==> src/lci_pkg.sv <==
// Shared types, constants and elaboration-time helpers for the LSTM layer unit.
package lci_pkg;

  localparam int OP_WEIGHT  = 0;
  localparam int OP_FEATURE = 1;

  localparam int               ONE_Q = 2048;
  localparam longint unsigned  ONE_E = 64'd1073741824;

  // Control for one gate-sum cell of the ring.
  typedef struct packed {
    logic shift;
    logic clr;
  } cell_ctrl_t;

  // Saturate a wide signed value to 16 bits.
  function automatic logic signed [15:0] sat16(input logic signed [33:0] v);
    logic signed [15:0] r;
    if (v > 34'sd32767) begin
      r = 16'sh7fff;
    end else if (v < -34'sd32768) begin
      r = 16'sh8000;
    end else begin
      r = v[15:0];
    end
    return r;
  endfunction

  // Restoring division; used only while the activation tables are built.
  function automatic longint unsigned udiv64(input longint unsigned n,
                                             input longint unsigned d);
    longint unsigned q;
    longint unsigned r;
    q = 64'd0;
    r = 64'd0;
    for (int i = 63; i >= 0; i--) begin
      r = {r[62:0], n[i]};
      q = q << 1;
      if (r >= d) begin
        r    = r - d;
        q[0] = 1'b1;
      end
    end
    return q;
  endfunction

  // exp(-a) in Q.30 for a in Q.30; used only to build the activation tables.
  function automatic longint unsigned exp_neg(input longint unsigned a);
    longint unsigned b;
    longint unsigned term;
    longint unsigned e;
    longint          sum;
    b    = a >> 5;
    term = ONE_E;
    sum  = longint'(ONE_E);
    for (int k = 1; k <= 14; k++) begin
      term = udiv64((term * b) >> 30, 64'(k));
      if (k[0]) begin
        sum = sum - longint'(term);
      end else begin
        sum = sum + longint'(term);
      end
    end
    e = (sum > 0) ? longint'(sum) : 64'd0;
    for (int k = 0; k < 5; k++) begin
      e = (e * e + (64'd1 << 29)) >> 30;
    end
    if (e > ONE_E) begin
      e = ONE_E;
    end
    return e;
  endfunction

endpackage

==> src/lci_gate_cell.sv <==
// One cell of the gate-sum ring: holds a 32-bit sum and passes it to its neighbor.
module lci_gate_cell (
  input  logic               clk,
  input  logic               rst_n,
  input  lci_pkg::cell_ctrl_t ctrl,
  input  logic signed [31:0] d,
  output logic signed [31:0] q
);

  always_ff @(posedge clk) begin
    if (!rst_n || ctrl.clr) begin
      q <= '0;
    end else if (ctrl.shift) begin
      q <= d;
    end
  end

endmodule

==> config.mk <==
export PLATFORM = sky130hd
export DESIGN_NAME = lci_gate_cell
export DESIGN_NICKNAME = d
export VERILOG_FILES = /design/src/lci_pkg.sv /design/src/lci_gate_cell.sv
export SDC_FILE = /design/constraint.sdc
export NUM_CORES = 1
export LEC_CHECK = 0
export ABC_AREA = 1
export BUFFER_PORTS_ARGS = -buffer_cell sky130_fd_sc_hd__buf_2
export CAP_MARGIN = 20
export CORE_MARGIN = 1.5
export CORE_UTILIZATION = 36
export CTS_CLUSTER_DIAMETER = 30
export DETAILED_ROUTE_END_ITERATION = 12
export HOLD_SLACK_MARGIN = 0.08
export PLACE_DENSITY = 0.69
export SLEW_MARGIN = 10
export SYNTH_ARGS = -nofsm -noshare
export SYNTH_HDL_FRONTEND = slang
export SYNTH_SLANG_ARGS = --single-unit
==> constraint.sdc <==
create_clock -name clk -period 0.8 [get_ports clk]
set_clock_uncertainty 0.15 [all_clocks]
set_input_delay 0.04 -clock clk [delete_from_list [all_inputs] [get_ports clk]]
set_output_delay 0.04 -clock clk [all_outputs]
set_load 0.01 [all_outputs]
==> out/summary.md <==
* Clock Root Buffer: sky130_fd_sc_hd__clkbuf_4
* cells traversed along the worst timing path: buf_6
* all-layer global routing usage: 20.7%
* sequential element share of the synthesized area: 51.8%
* post-place setup slack: -0.0634 ns
* Clock Latency Late Sink: 0.32 ns
* register area: 681 µm²
* post-synthesis net count: 177
* number of primary I/O pins: 68
* Top Registers: q: 32 flops
* Crit Reg-Reg Endpoint: q[26]
* final worst path period share: 123%
* share of power burned in combinational logic: 18.8%
* first-pass GRT wire length: 5.51 mm
* Reg with most FFs: q
* Multi-input gate area: 495 µm²
* area enclosed by the die boundary: 3790 µm²
* status: complete, but fails checks
* crit path launch type: register
* number of distinct library cells after synthesis: 11
* buffers plus inverters on the worst setup path: 1
* clock slew at reported path FFs: 0.09 ns
* number of flip-flops in the largest register: 32
* wire per inst: 12.8 µm
* Warnings, synthesis: 0
* largest fanout of any net on the critical path: 2
* final antenna-violating net count: 0
* Worst Min Path Start: ctrl[1]
* Pre-Repair DR Iteration Count: 4
* final cell utilization of the core: 70.2%
* Power Density: 1390 nW/µm²
* leakage: 1.03 nW
* Final HPWL DP: 1.88 mm
* routed via count divided by cell count: 4.34
* gp weighted congestion: 0.698
* switching power as a share of total power: 24.2%
* Worst VDD drop: 0.000854 V
* Hold Vio Cnt, Final: 0
* cells after synthesis: 141
* CTS H-tree depth: 2
* sequential cell fraction of total power: 52.4%
* transition time at the pin with the least slew margin: 0.234 ns
* Post-Synthesis Mean Instance Area: 8.77 µm²
* count of placed standard cells including taps: 249
* part of the power in the clock network: 28.8%
* required time at the endpoint of the critical path: 0.61 ns
* count of input and output buffers: 67
* number of max-capacitance violations reported: 0
* Crit path max-delay family: flip-flops
* diode insertion count for antenna repair: 0
* Worst R2R Setup Slack: -0.06 ns
* top cell type's share of synthesized area: 51.8%
* post-route cell area: 2320 µm²
* DRC marker count from the first detailed-route iteration: 34
* most area-hungry cell type in the Yosys netlist: sky130_fd_sc_hd__dfxtp_1
* Crit. End Element: output port
* Finished Layout Cells: 299
* most frequent cells in the layout: 55 x sky130_fd_sc_hd__nand2_1, 35 x sky130_fd_sc_hd__buf_2, 35 x sky130_fd_sc_hd__buf_6
* total standard cell area after synthesis: 1240 µm²
* headroom to the max-slew limit: 84.4%
* number of clock buffers inserted by TritonCTS: 5
* number of hold-repair buffers added at the cts stage: 32
* largest cells by area after synthesis: sky130_fd_sc_hd__dfxtp_1 52%, sky130_fd_sc_hd__nand2_1 17%, sky130_fd_sc_hd__a21oi_1 8.5%
* Worst Hold Depth: 4
* worst reg-to-reg path cell count: 3
* Fill cells: 252
* DR vias: 1298
* placeable core region: 3310 µm²
* arrival time of data at the critical path endpoint: 0.79 ns
* Worst Hold Endpoint: q[14]
* Syn-to-layout area delta: 88.1%
* number of antenna violations at the first check in global routing: 0
* minimum setup slack in the final design: -0.181 ns
* fraction of final layout cells with drive strength greater than 1: 57.7%
* flip-flop and latch count after synthesis: 32
* type of the worst min-delay path: input port to register
* Die Y-Extent: 61.6 µm
* TritonCTS clock tree: yes
* most frequent standard cell in the layout excluding fill and tap cells: sky130_fd_sc_hd__nand2_1
* vias in the first global route: 1267
* net switching component of the power: 0.000780 W
* worst reg2reg path startpoint: q[26]
* CP Class: register to output port
* Post-layout nets: 288
* largest net degree at the start of global routing: 33
* Congestion Overflow GR: 0
* violated checks: negative setup slack
* standard-cell rows: 21
* Initial Utilization: 37.3%
* placed instance area: 1590 µm²
* buffers from clock root to sink, at most: 2
* RSZ-0062 raised after global routing: true
* detailed-route wire length: 3.83 mm
* clock period minus worst slack: 0.981 ns
* number of clock sinks seen by CTS: 32
* slowest stage cell on the critical path: sky130_fd_sc_hd__dfxtp_2
* maximum clock rate: 1020 MHz
* die boundary width: 61.6 µm
* Final Max Tran Viols: 0
* count of unresolved DRC violations after routing: 0
* CP max stage delay: 0.36 ns
* setup-violating endpoint count in the final report: 42
* cell-internal power: 0.00244 W
per-stage QoR:
| stage | power, W | hold slack, ns | TNS, ns |
|---|---|---|---|
| finish | 0.00322 | 0.0179 | -5.38 |
| detailed placement | 0.00209 | 0.148 | -1.06 |
| global route | 0.00339 | 0.0106 | -7.16 |
| CTS | 0.00323 | 0.00464 | -5.64 |
| floorplan | 0.00193 | 0.0305 | 0 |
| global placement | 0.00208 | 0.144 | -0.968 |
routing by layer:
metal / up-vias / track usage (%) / wire, µm
li1: 669 / - / -
met1: 576 / 19.1 / 1480
met3: 7 / 6.93 / 195
met2: 46 / 40.3 / 2080
met4: 0 / 9.12 / 76
met5: - / 0 / 0
worst max path at each step:
stage | from | end | slack, ns | depth (start not counted)
6_report | q[27] | q[27] | -0.18 | 1
5_1_grt | q[13] | q[13] | -0.22 | 1
4_1_cts | q[13] | q[13] | -0.19 | 1
3_5_place_dp | ctrl[1] | q[24] | -0.06 | 4
3_3_place_gp | ctrl[1] | q[23] | -0.05 | 4
2_1_floorplan | q[18] | q[18] | 0.06 | 2
area by class of cell:
| class | instances | share of cell area [%] |
|---|---|---|
| timing repair buffer | 114 | 43.8 |
| sequential | 32 | 29.3 |
| clock buffer | 8 | 2.53 |
| tap | 46 | 2.48 |
| inverter | 2 | 0.646 |
| multi-input combinational | 97 | 21.3 |
cells by family after synthesis:
logic type	synth area share, %
flops	51.8
compound gates	16.3
simple gates	21.8
buf+inv	10.1
power groups by stage:
stage | clock network, W | registers, W | logic (W)
floorplan | 0 | 0.00173 | 0.000203
global placement | 0 | 0.00170 | 0.000379
detailed placement | 0 | 0.00170 | 0.000382
CTS | 0.000967 | 0.00169 | 0.000574
global route | 0.00104 | 0.00170 | 0.000654
finish | 0.000927 | 0.00169 | 0.000605
Yosys cell counts:
library cell,number
sky130_fd_sc_hd__inv_8,1
sky130_fd_sc_hd__a21oi_1,21
sky130_fd_sc_hd__buf_2,3
sky130_fd_sc_hd__inv_1,1
sky130_fd_sc_hd__buf_6,4
sky130_fd_sc_hd__nand2_1,55
sky130_fd_sc_hd__dfxtp_1,32
sky130_fd_sc_hd__nand2_2,10
sky130_fd_sc_hd__buf_8,2
sky130_fd_sc_hd__buf_12,1
sky130_fd_sc_hd__a21oi_2,11
repair_timing:
item	4_1_cts	5_1_grt
gates resized for setup	63	10
pin swaps	0	2
setup endpoints to repair	32	43
endpoints found under the hold margin	32	32
buffers inserted	8	5
No activity file was read; power rests on OpenSTA's default activity.
